`src/rtl/ebjd_pkg.sv`:
```
// Shared types, register indexes and reset values for the EEG blink and jaw pulse detector.
// No dependencies; imported by every module of the block.
package ebjd_pkg;

    localparam int unsigned RAW_W   = 16;
    localparam int unsigned TIME_W  = 32;
    localparam int unsigned LEVEL_W = 15;
    localparam int unsigned WIN_W   = 16;
    localparam int unsigned BCNT_W  = 4;
    localparam int unsigned JCNT_W  = 2;
    localparam int unsigned CFG_IDX_W  = 3;
    localparam int unsigned CFG_DATA_W = 16;

    localparam logic [CFG_IDX_W-1:0] CFG_BLINK_LEVEL      = 3'd0;
    localparam logic [CFG_IDX_W-1:0] CFG_BLINK_HIGH_COUNT = 3'd1;
    localparam logic [CFG_IDX_W-1:0] CFG_BLINK_LOW_COUNT  = 3'd2;
    localparam logic [CFG_IDX_W-1:0] CFG_BLINK_WINDOW_MS  = 3'd3;
    localparam logic [CFG_IDX_W-1:0] CFG_JAW_LEVEL        = 3'd4;
    localparam logic [CFG_IDX_W-1:0] CFG_JAW_PHASE_COUNT  = 3'd5;
    localparam logic [CFG_IDX_W-1:0] CFG_JAW_WINDOW_MS    = 3'd6;

    localparam logic [LEVEL_W-1:0] BLINK_LEVEL_RST      = 15'd800;
    localparam logic [BCNT_W-1:0]  BLINK_HIGH_COUNT_RST = 4'd8;
    localparam logic [BCNT_W-1:0]  BLINK_LOW_COUNT_RST  = 4'd12;
    localparam logic [WIN_W-1:0]   BLINK_WINDOW_MS_RST  = 16'd400;
    localparam logic [LEVEL_W-1:0] JAW_LEVEL_RST        = 15'd800;
    localparam logic [JCNT_W-1:0]  JAW_PHASE_COUNT_RST  = 2'd2;
    localparam logic [WIN_W-1:0]   JAW_WINDOW_MS_RST    = 16'd200;

    typedef enum logic [1:0] {
        B_IDLE = 2'd0,
        B_HIGH = 2'd1,
        B_LOW  = 2'd2
    } t_blink_phase;

    typedef enum logic [2:0] {
        J_IDLE = 3'd0,
        J_H1   = 3'd1,
        J_L1   = 3'd2,
        J_H2   = 3'd3,
        J_L2   = 3'd4
    } t_jaw_phase;

    typedef struct packed {
        logic [LEVEL_W-1:0] level;
        logic [BCNT_W-1:0]  high_count;
        logic [BCNT_W-1:0]  low_count;
        logic [WIN_W-1:0]   window_ms;
    } t_blink_cfg;

    typedef struct packed {
        logic [LEVEL_W-1:0] level;
        logic [JCNT_W-1:0]  phase_count;
        logic [WIN_W-1:0]   window_ms;
    } t_jaw_cfg;

    typedef struct packed {
        logic event_hit;
        logic noise;
    } t_det_res;

endpackage

```
`src/rtl/eeg_blink_and_jaw_pulse_detector_top.sv`:
```
// Top level of the EEG blink and jaw pulse detector: ports, registers, input and result stages.
// Depends on ebjd_pkg, ebjd_blink and ebjd_jaw.
//
//   channel | signals                                   | direction
//   --------+-------------------------------------------+----------
//   in      | i_in_valid, o_in_ready, i_raw_sample, i_now_ms | sample in
//   out     | o_out_valid, i_out_ready, o_blink_event, o_drive_run,
//           | o_blink_noise, o_jaw_event, o_jaw_noise   | result out
//   cfg     | i_cfg_we, i_cfg_idx, i_cfg_wdata          | register write
//
// One sample per cycle sustained while the output is not stalled; a sample passes through the
// input register, then the detectors' single pass into the result register.
// Synchronous active-low reset clears both detectors, drive bit and valid flags; reloads config.
// A stalled result holds in the result register while one more sample waits in the input
// register; ready drops only when both are full and the output is stalled.
module eeg_blink_and_jaw_pulse_detector_top (
    input  logic                                  i_clk,
    input  logic                                  i_rst_n,
    input  logic                                  i_in_valid,
    output logic                                  o_in_ready,
    input  logic signed [ebjd_pkg::RAW_W-1:0]     i_raw_sample,
    input  logic [ebjd_pkg::TIME_W-1:0]           i_now_ms,
    output logic                                  o_out_valid,
    input  logic                                  i_out_ready,
    output logic                                  o_blink_event,
    output logic                                  o_drive_run,
    output logic                                  o_blink_noise,
    output logic                                  o_jaw_event,
    output logic                                  o_jaw_noise,
    input  logic                                  i_cfg_we,
    input  logic [ebjd_pkg::CFG_IDX_W-1:0]        i_cfg_idx,
    input  logic [ebjd_pkg::CFG_DATA_W-1:0]       i_cfg_wdata
);
    import ebjd_pkg::*;

    t_blink_cfg              r_blink_cfg;
    t_jaw_cfg                r_jaw_cfg;

    logic                    r_s_valid;
    logic signed [RAW_W-1:0] r_s_raw;
    logic [TIME_W-1:0]       r_s_now;

    logic                    r_o_valid;
    logic                    r_o_blink_event, r_o_drive_run, r_o_blink_noise;
    logic                    r_o_jaw_event, r_o_jaw_noise;

    logic                    w_advance;
    t_det_res                w_blink_res, w_jaw_res;
    logic                    w_drive;

    assign w_advance  = r_s_valid && (!r_o_valid || i_out_ready);
    assign o_in_ready = !r_s_valid || w_advance;

    always_ff @(posedge i_clk) begin
        if (!i_rst_n) begin
            r_blink_cfg.level      <= BLINK_LEVEL_RST;
            r_blink_cfg.high_count <= BLINK_HIGH_COUNT_RST;
            r_blink_cfg.low_count  <= BLINK_LOW_COUNT_RST;
            r_blink_cfg.window_ms  <= BLINK_WINDOW_MS_RST;
            r_jaw_cfg.level        <= JAW_LEVEL_RST;
            r_jaw_cfg.phase_count  <= JAW_PHASE_COUNT_RST;
            r_jaw_cfg.window_ms    <= JAW_WINDOW_MS_RST;
        end else if (i_cfg_we) begin
            unique case (i_cfg_idx)
                CFG_BLINK_LEVEL:      r_blink_cfg.level      <= i_cfg_wdata[LEVEL_W-1:0];
                CFG_BLINK_HIGH_COUNT: r_blink_cfg.high_count <= i_cfg_wdata[BCNT_W-1:0];
                CFG_BLINK_LOW_COUNT:  r_blink_cfg.low_count  <= i_cfg_wdata[BCNT_W-1:0];
                CFG_BLINK_WINDOW_MS:  r_blink_cfg.window_ms  <= i_cfg_wdata[WIN_W-1:0];
                CFG_JAW_LEVEL:        r_jaw_cfg.level        <= i_cfg_wdata[LEVEL_W-1:0];
                CFG_JAW_PHASE_COUNT:  r_jaw_cfg.phase_count  <= i_cfg_wdata[JCNT_W-1:0];
                CFG_JAW_WINDOW_MS:    r_jaw_cfg.window_ms    <= i_cfg_wdata[WIN_W-1:0];
                default: begin
                end
            endcase
        end
    end

    always_ff @(posedge i_clk) begin
        if (!i_rst_n) begin
            r_s_valid <= 1'b0;
        end else if (o_in_ready) begin
            r_s_valid <= i_in_valid;
        end
    end

    always_ff @(posedge i_clk) begin
        if (o_in_ready && i_in_valid) begin
            r_s_raw <= i_raw_sample;
            r_s_now <= i_now_ms;
        end
    end

    ebjd_blink u_blink (
        .i_clk   (i_clk),
        .i_rst_n (i_rst_n),
        .i_en    (w_advance),
        .i_raw   (r_s_raw),
        .i_now   (r_s_now),
        .i_cfg   (r_blink_cfg),
        .o_res   (w_blink_res),
        .o_drive (w_drive)
    );

    ebjd_jaw u_jaw (
        .i_clk   (i_clk),
        .i_rst_n (i_rst_n),
        .i_en    (w_advance),
        .i_raw   (r_s_raw),
        .i_now   (r_s_now),
        .i_cfg   (r_jaw_cfg),
        .o_res   (w_jaw_res)
    );

    always_ff @(posedge i_clk) begin
        if (!i_rst_n) begin
            r_o_valid <= 1'b0;
        end else if (w_advance) begin
            r_o_valid <= 1'b1;
        end else if (i_out_ready) begin
            r_o_valid <= 1'b0;
        end
    end

    always_ff @(posedge i_clk) begin
        if (w_advance) begin
            r_o_blink_event <= w_blink_res.event_hit;
            r_o_drive_run   <= w_drive;
            r_o_blink_noise <= w_blink_res.noise;
            r_o_jaw_event   <= w_jaw_res.event_hit;
            r_o_jaw_noise   <= w_jaw_res.noise;
        end
    end

    assign o_out_valid   = r_o_valid;
    assign o_blink_event = r_o_blink_event;
    assign o_drive_run   = r_o_drive_run;
    assign o_blink_noise = r_o_blink_noise;
    assign o_jaw_event   = r_o_jaw_event;
    assign o_jaw_noise   = r_o_jaw_noise;

    a_stall_only_when_full: assert property (@(posedge i_clk) disable iff (!i_rst_n)
        !o_in_ready |-> (r_s_valid && r_o_valid && !i_out_ready))
        else $error("input stalled with room in the stages");

    a_blink_exclusive: assert property (@(posedge i_clk) disable iff (!i_rst_n)
        r_o_valid |-> !(r_o_blink_event && r_o_blink_noise))
        else $error("blink event and blink noise on one result");

    a_jaw_exclusive: assert property (@(posedge i_clk) disable iff (!i_rst_n)
        r_o_valid |-> !(r_o_jaw_event && r_o_jaw_noise))
        else $error("jaw event and jaw noise on one result");

endmodule

```
`src/rtl/ebjd_blink.sv`:
```
// Blink detector: high run then low run within a window; toggles the run/stop drive bit.
// Depends on ebjd_pkg.
module ebjd_blink (
    input  logic                                i_clk,
    input  logic                                i_rst_n,
    input  logic                                i_en,
    input  logic signed [ebjd_pkg::RAW_W-1:0]   i_raw,
    input  logic [ebjd_pkg::TIME_W-1:0]         i_now,
    input  ebjd_pkg::t_blink_cfg                i_cfg,
    output ebjd_pkg::t_det_res                  o_res,
    output logic                                o_drive
);
    import ebjd_pkg::*;

    t_blink_phase        r_phase, n_phase;
    logic [BCNT_W-1:0]   r_count, n_count;
    logic [TIME_W-1:0]   r_start, n_start;
    logic                r_drive_on, n_drive_on;

    logic signed [RAW_W:0] w_raw_x;
    logic signed [RAW_W:0] w_lev;
    logic                  w_hi, w_lo;
    logic [TIME_W-1:0]     w_elapsed;
    logic [BCNT_W-1:0]     w_inc;
    logic                  w_in_time;
    logic                  w_event, w_noise;

    assign w_raw_x   = {i_raw[RAW_W-1], i_raw};
    assign w_lev     = {2'b00, i_cfg.level};
    assign w_hi      = w_raw_x > w_lev;
    assign w_lo      = w_raw_x < -w_lev;
    assign w_elapsed = i_now - r_start;
    assign w_in_time = w_elapsed < {{(TIME_W-WIN_W){1'b0}}, i_cfg.window_ms};
    assign w_inc     = (r_count == '1) ? r_count : r_count + 1'b1;

    always_comb begin
        n_phase    = r_phase;
        n_count    = r_count;
        n_start    = r_start;
        n_drive_on = r_drive_on;
        w_event    = 1'b0;
        w_noise    = 1'b0;
        unique case (r_phase)
            B_IDLE: begin
                if (w_hi) begin
                    n_phase = B_HIGH;
                    n_start = i_now;
                    n_count = w_inc;
                end
            end
            B_HIGH: begin
                if (w_hi) begin
                    n_count = w_inc;
                    if (w_inc >= i_cfg.high_count) begin
                        n_phase = B_LOW;
                        n_count = '0;
                    end
                end else if (w_lo) begin
                    n_phase = B_IDLE;
                    n_count = '0;
                    n_start = '0;
                    w_noise = 1'b1;
                end
            end
            B_LOW: begin
                if (w_lo) begin
                    n_count = w_inc;
                    if (w_inc >= i_cfg.low_count && w_in_time) begin
                        n_phase    = B_IDLE;
                        n_count    = '0;
                        n_start    = '0;
                        w_event    = 1'b1;
                        n_drive_on = ~r_drive_on;
                    end
                end else if (w_hi && r_count != '0) begin
                    n_phase = B_IDLE;
                    n_count = '0;
                    n_start = '0;
                    w_noise = 1'b1;
                end
            end
            default: begin
                n_phase = B_IDLE;
                n_count = '0;
                n_start = '0;
            end
        endcase
        // timeout: start only changes on entry from idle, which this check skips
        if (r_phase != B_IDLE && n_phase != B_IDLE &&
            w_elapsed > {{(TIME_W-WIN_W){1'b0}}, i_cfg.window_ms}) begin
            n_phase = B_IDLE;
            n_count = '0;
            n_start = '0;
            w_noise = 1'b1;
        end
    end

    always_ff @(posedge i_clk) begin
        if (!i_rst_n) begin
            r_phase    <= B_IDLE;
            r_count    <= '0;
            r_start    <= '0;
            r_drive_on <= 1'b0;
        end else if (i_en) begin
            r_phase    <= n_phase;
            r_count    <= n_count;
            r_start    <= n_start;
            r_drive_on <= n_drive_on;
        end
    end

    assign o_res.event_hit = w_event;
    assign o_res.noise     = w_noise;
    assign o_drive         = n_drive_on;

    a_drive_follows_event: assert property (@(posedge i_clk) disable iff (!i_rst_n)
        i_en |=> (r_drive_on != $past(r_drive_on)) == $past(w_event))
        else $error("drive bit did not toggle exactly on a blink");

    a_idle_is_clear: assert property (@(posedge i_clk) disable iff (!i_rst_n)
        r_phase == B_IDLE |-> (r_count == '0 && r_start == '0))
        else $error("blink idle with stale count or start");

endmodule

```
`src/rtl/ebjd_jaw.sv`:
```
// Jaw pulse detector: high, low, high, low phases of a configured length within a window.
// Depends on ebjd_pkg.
module ebjd_jaw (
    input  logic                                i_clk,
    input  logic                                i_rst_n,
    input  logic                                i_en,
    input  logic signed [ebjd_pkg::RAW_W-1:0]   i_raw,
    input  logic [ebjd_pkg::TIME_W-1:0]         i_now,
    input  ebjd_pkg::t_jaw_cfg                  i_cfg,
    output ebjd_pkg::t_det_res                  o_res
);
    import ebjd_pkg::*;

    t_jaw_phase          r_phase, n_phase;
    logic [JCNT_W-1:0]   r_count, n_count;
    logic [TIME_W-1:0]   r_start, n_start;

    logic signed [RAW_W:0] w_raw_x;
    logic signed [RAW_W:0] w_lev;
    logic                  w_hi, w_lo;
    logic [TIME_W-1:0]     w_elapsed;
    logic [JCNT_W-1:0]     w_inc;
    logic                  w_done;
    logic                  w_event, w_noise;

    assign w_raw_x   = {i_raw[RAW_W-1], i_raw};
    assign w_lev     = {2'b00, i_cfg.level};
    assign w_hi      = w_raw_x > w_lev;
    assign w_lo      = w_raw_x < -w_lev;
    assign w_elapsed = i_now - r_start;
    assign w_inc     = (r_count == '1) ? r_count : r_count + 1'b1;
    assign w_done    = w_inc >= i_cfg.phase_count;

    always_comb begin
        n_phase = r_phase;
        n_count = r_count;
        n_start = r_start;
        w_event = 1'b0;
        w_noise = 1'b0;
        unique case (r_phase)
            J_IDLE: begin
                if (w_hi) begin
                    n_phase = J_H1;
                    n_start = i_now;
                    n_count = w_inc;
                end
            end
            J_H1, J_H2: begin
                if (w_hi) begin
                    n_count = w_inc;
                    if (w_done) begin
                        n_phase = (r_phase == J_H1) ? J_L1 : J_L2;
                        n_count = '0;
                    end
                end
            end
            J_L1: begin
                if (w_lo) begin
                    n_count = w_inc;
                    if (w_done) begin
                        n_phase = J_H2;
                        n_count = '0;
                    end
                end
            end
            J_L2: begin
                if (w_lo) begin
                    n_count = w_inc;
                    if (w_done &&
                        w_elapsed < {{(TIME_W-WIN_W){1'b0}}, i_cfg.window_ms}) begin
                        n_phase = J_IDLE;
                        n_count = '0;
                        n_start = '0;
                        w_event = 1'b1;
                    end
                end
            end
            default: begin
                n_phase = J_IDLE;
                n_count = '0;
                n_start = '0;
            end
        endcase
        if (r_phase != J_IDLE && n_phase != J_IDLE &&
            w_elapsed > {{(TIME_W-WIN_W){1'b0}}, i_cfg.window_ms}) begin
            n_phase = J_IDLE;
            n_count = '0;
            n_start = '0;
            w_noise = 1'b1;
        end
    end

    always_ff @(posedge i_clk) begin
        if (!i_rst_n) begin
            r_phase <= J_IDLE;
            r_count <= '0;
            r_start <= '0;
        end else if (i_en) begin
            r_phase <= n_phase;
            r_count <= n_count;
            r_start <= n_start;
        end
    end

    assign o_res.event_hit = w_event;
    assign o_res.noise     = w_noise;

    a_idle_is_clear: assert property (@(posedge i_clk) disable iff (!i_rst_n)
        r_phase == J_IDLE |-> (r_count == '0 && r_start == '0))
        else $error("jaw idle with stale count or start");

endmodule
```
`config.mk`:
```
export PLATFORM = sky130hd
export DESIGN_NAME = eeg_blink_and_jaw_pulse_detector_top
export DESIGN_NICKNAME = d
export VERILOG_FILES = /design/src/rtl/ebjd_pkg.sv /design/src/rtl/eeg_blink_and_jaw_pulse_detector_top.sv /design/src/rtl/ebjd_blink.sv /design/src/rtl/ebjd_jaw.sv
export SDC_FILE = /design/constraint.sdc
export NUM_CORES = 1
export LEC_CHECK = 0
export BUFFER_PORTS_ARGS = -buffer_cell sky130_fd_sc_hd__buf_2
export CORE_ASPECT_RATIO = 1.75
export CORE_UTILIZATION = 57
export DETAILED_ROUTE_END_ITERATION = 10
export PLACE_DENSITY_LB_ADDON = 0.2
export SLEW_MARGIN = 20
export SYNTH_ARGS = -nofsm -noshare
export SYNTH_HDL_FRONTEND = slang
export SYNTH_HIERARCHICAL = 1
export SYNTH_SLANG_ARGS = --single-unit
```
`constraint.sdc`:
```
create_clock -name i_clk -period 4.55 [get_ports i_clk]
set_clock_uncertainty 0.15 [all_clocks]
set_input_delay 0 -clock i_clk [delete_from_list [all_inputs] [get_ports i_clk]]
set_output_delay 0 -clock i_clk [all_outputs]
set_load 0.02 [all_outputs]
```
==> results.py <==
metrics = {
    "die": {
        "die_h_um": 217,
        "fp.dieW_um": 125,
        "initial_core_util_pct": 58.0,
        "rows": 78,
        "core_mm2": 0.0260,
        "die-area_mm2": 0.0271,
        "io_pins": 79,
    },
    "synthesis": {
        "synth_edf_count": 53,
        "synth.avg_cell_area_um2": 8.66,
        "yosys.area.top_type_share_pct": 20.0,
        "syn_nets": 1986,
        "synth-seq-area-share_pct": 30.5,
        "yosysTopAreaCell": "dfxtp_1",
        "ys_warn_count": 6,
        "synth-seq-cells": 203,
        "syn_inst": 1738,
        "synth_area_leaders": "dfxtp_1 20%, ha_1 14%, edfxtp_1 11%",
        "ys_types": 95,
        "async_flop_share_pct": 0,
        "yosys_most_used_dff": "dfxtp_1",
        "synth_area_mm2": 0.0150,
    },
    "cells_and_area": {
        "n_fill_cell": 2021,
        "diodes": 0,
        "syn2layout_area_growth_pct": 23.0,
        "final_nets": 2211,
        "multi_input_area_mm2": 0.00990,
        "register_area_mm2": 0.00459,
        "drive_gt1_share_pct": 18.4,
    },
    "sta": {
        "setup_ws_ps": -166,
        "maxSlewViolCount": 0,
        "tns_ps": -3360,
        "fin_crit_sh_pct": 104,
        "worst_pin_slew_ps": 1010,
        "hold_violations": 0,
        "slew_headroom_pct": 32.5,
        "fmax_ghz": 0.212,
        "setup_viol_count_final": 32,
        "rsz0062_at_grt": "true",
        "period_minus_slack_ps": 4720,
    },
    "hold_path": {
        "min_path_type": "in2reg",
        "hold_depth": 3,
        "holdPathEnd": "r_jaw_cfg[18]",
        "hold_start": "i_cfg_wdata[0]",
    },
    "route": {
        "first_pass_iters": 9,
        "drc": 14,
        "drtIter0Drc": 740,
        "via_per_inst": 6.08,
        "routedWlPerCell_um": 21.4,
        "ant_nets": 0,
        "wl_um": 49200,
        "via_count": 13988,
    },
    "setup_path": {
        "worstPathCellList": "inv_1, nand4_1, nor2_1, buf_4, buf_4, nand2_4, buf_4, xnor2_1, ha_1, nand2_2, o21ai_1, a211oi_2, o31a_1, buf_6, nor3_4, nor3_2, a31o_2, a211o_4, o22ai_4, buf_12, buf_12, mux2i_1",
        "cp_max_fo": 8,
        "r2r_start": "r_blink_cfg[26]",
        "cp_num_buf_inv": 7,
        "slowest_delay_ps": 570,
        "reg2reg_depth": 22,
        "crit_path_frequent_cell": "buf_4",
        "cp_slowest_cell": "o21ai_1",
        "critical_path_arrival_ps": 5010,
        "start_kind": "flop",
        "r2r_end": "u_blink/r_start[23]",
        "reg2reg_slack_ps": -170,
        "crit_required_ps": 4850,
        "crit_type": "reg2reg",
        "crit_family": "compound AO/OA/AOI/OAI gates",
        "crit_path_end_kind": "flop",
    },
    "power_and_ir_drop": {
        "totalPowerFinal_mw": 5.26,
        "leakage_nw": 7.66,
        "peakVddDrop_v": 0.000341,
        "powerDensity_mw_per_mm2": 284,
    },
    "placement": {
        "port_buffers": 78,
        "gp_congestion": 0.951,
        "dp_hpwl_um": 34600,
    },
    "clock_network": {
        "clockBufferDepth": 3,
        "cts.sinks": 203,
        "cts.clk_slew.worst_paths_ps": 60,
        "clock_latency_ps": 530,
        "cts_tree": "done",
        "h-tree-depth": 1,
        "ctsRootBufferMaster": "clkbuf_16",
        "cts_buffers": 22,
    },
    "global_routing": {
        "grt_max_degree": 127,
        "grtUsageTotal_pct": 34.5,
        "overflow": 0,
        "grt_pass1_wl_um": 72500,
        "antenna_found_initial": 0,
        "grt_pass1_vias": 14221,
    },
    "flow_run": {
        "max_cap_viol_count": 0,
    },
    "outcome": {
        "violations": "DRC, setup timing",
        "status": "complete, but fails checks",
    },
}
[where the power goes]
part	total, mW	leakage, nW	internal (mW)	switching, mW
Sequential	1.99	1.73	1.92	0.0695
Clock	1.87	0.363	1.06	0.810
Combinational	1.40	5.57	0.611	0.787
[worst min-delay path, stage by stage]
cell	delay [ps]
buf_2	100
nand2_1	400
mux2i_1	130
[worst max path at each step]
stage | startpoint | end | cells past startpoint
after CTS | r_s_now[0] | u_blink/r_start[7] | 21
after global routing | r_blink_cfg[31] | u_blink/r_start[23] | 19
after floorplan | r_s_now[0] | u_jaw/r_start[16] | 21
final | r_blink_cfg[26] | u_blink/r_start[23] | 22
after detailed placement | r_s_now[0] | u_blink/r_start[8] | 20
after global placement | r_blink_cfg[31] | u_blink/r_count[1] | 20
[final cells by class]
type	instances	area share (%)
inverter	172	3.49
sequential	203	24.8
tap	320	2.16
timing repair buffer	276	12.1
clock inverter	15	0.730
clock buffer	25	3.20
multi-input combinational	1288	53.5
[what timing repair did]
item,4_1_cts,5_1_grt
gates cloned,2,2
buffers inserted,2,26
pin swaps,2,51
gates resized for setup,10,93
setup endpoints to repair,66,75
endpoints found under the hold margin,140,0
hold buffers,78,0
[layout by cell type, fill, tap and decap left out, types with 42 or more instances in the layout]
cell type / instances
nand2_1: 191
inv_1: 167
ha_1: 159
dfxtp_1: 150
mux2i_1: 109
buf_4: 107
a21oi_1: 92
dlygate4sd3_1: 78
nor2_1: 78
buf_2: 77
nand3_1: 55
edfxtp_1: 53
xnor2_1: 52
nor2b_1: 42
o21ai_0: 42
[logic make-up after synthesis]
| logic type | count (synthesis) | synth area share, % |
|---|---|---|
| AOI/OAI and AO/OA | 390 | 18.4 |
| xor gates and xnor gates | 73 | 4.25 |
| adders and majority gates | 176 | 14.7 |
| buffers and inverters | 247 | 6.93 |
| DFF | 203 | 30.5 |
| muxes | 109 | 7.25 |
| and+or+nand+nor | 540 | 17.9 |
[Yosys cell counts (5+ instances only)]
cell type  count
a211o_1        6
a211oi_1      14
a21o_1        37
a21oi_1      102
a21oi_2        5
a221oi_1       5
a22o_2        28
a31oi_1       15
and2_1        10
and3_1         9
buf_2         19
buf_4          5
buf_6          5
clkbuf_1      41
dfxtp_1      150
edfxtp_1      53
ha_1         174
inv_1        172
mux2i_1      109
nand2_1      196
nand2b_1      17
nand3_1       56
nand4_1       39
nor2_1        81
nor2b_1       42
nor3_1        36
nor4_1         9
o211ai_1      12
o21a_1        20
o21ai_0       52
o21ai_1        7
o21bai_1       7
o22ai_1        5
o31ai_1        7
or3_1          5
xnor2_1       53
xor2_1        20
[metrics by stage]
step                      instances  utilization (%)  instance area [um^2]  setup WS (ps)  hold slack, ps
after floorplan                1738                -                 15000            248           -51.1
after global placement         2151             62.3                 16200          -31.8            25.9
after detailed placement       2151             62.4                 16200          -79.6            28.1
after CTS                      2273             68.6                 17800           9.54           0.872
after global routing           2299             71.3                 18500           -377            2.83
final                          2299             71.3                 18500           -166            3.66
[sequential cells by signal, indices dropped and copies added (netlist names), 2 cells and up]
signal and cells:
u_blink/r_count 4, r_s_raw 16, u_jaw/r_start 32, r_jaw_cfg 33
r_s_now 32, u_jaw/r_count 2, u_blink/r_start 32, u_jaw/r_phase 3
r_blink_cfg 39, u_blink/r_phase 2
[routing by layer]
metal	wire length, um	track usage (%)
met2	26000	67.0
met5	0	0
met4	4740	31.5
met3	2050	4.20
met1	16400	30.8
Power figures use the tool's default switching activity.
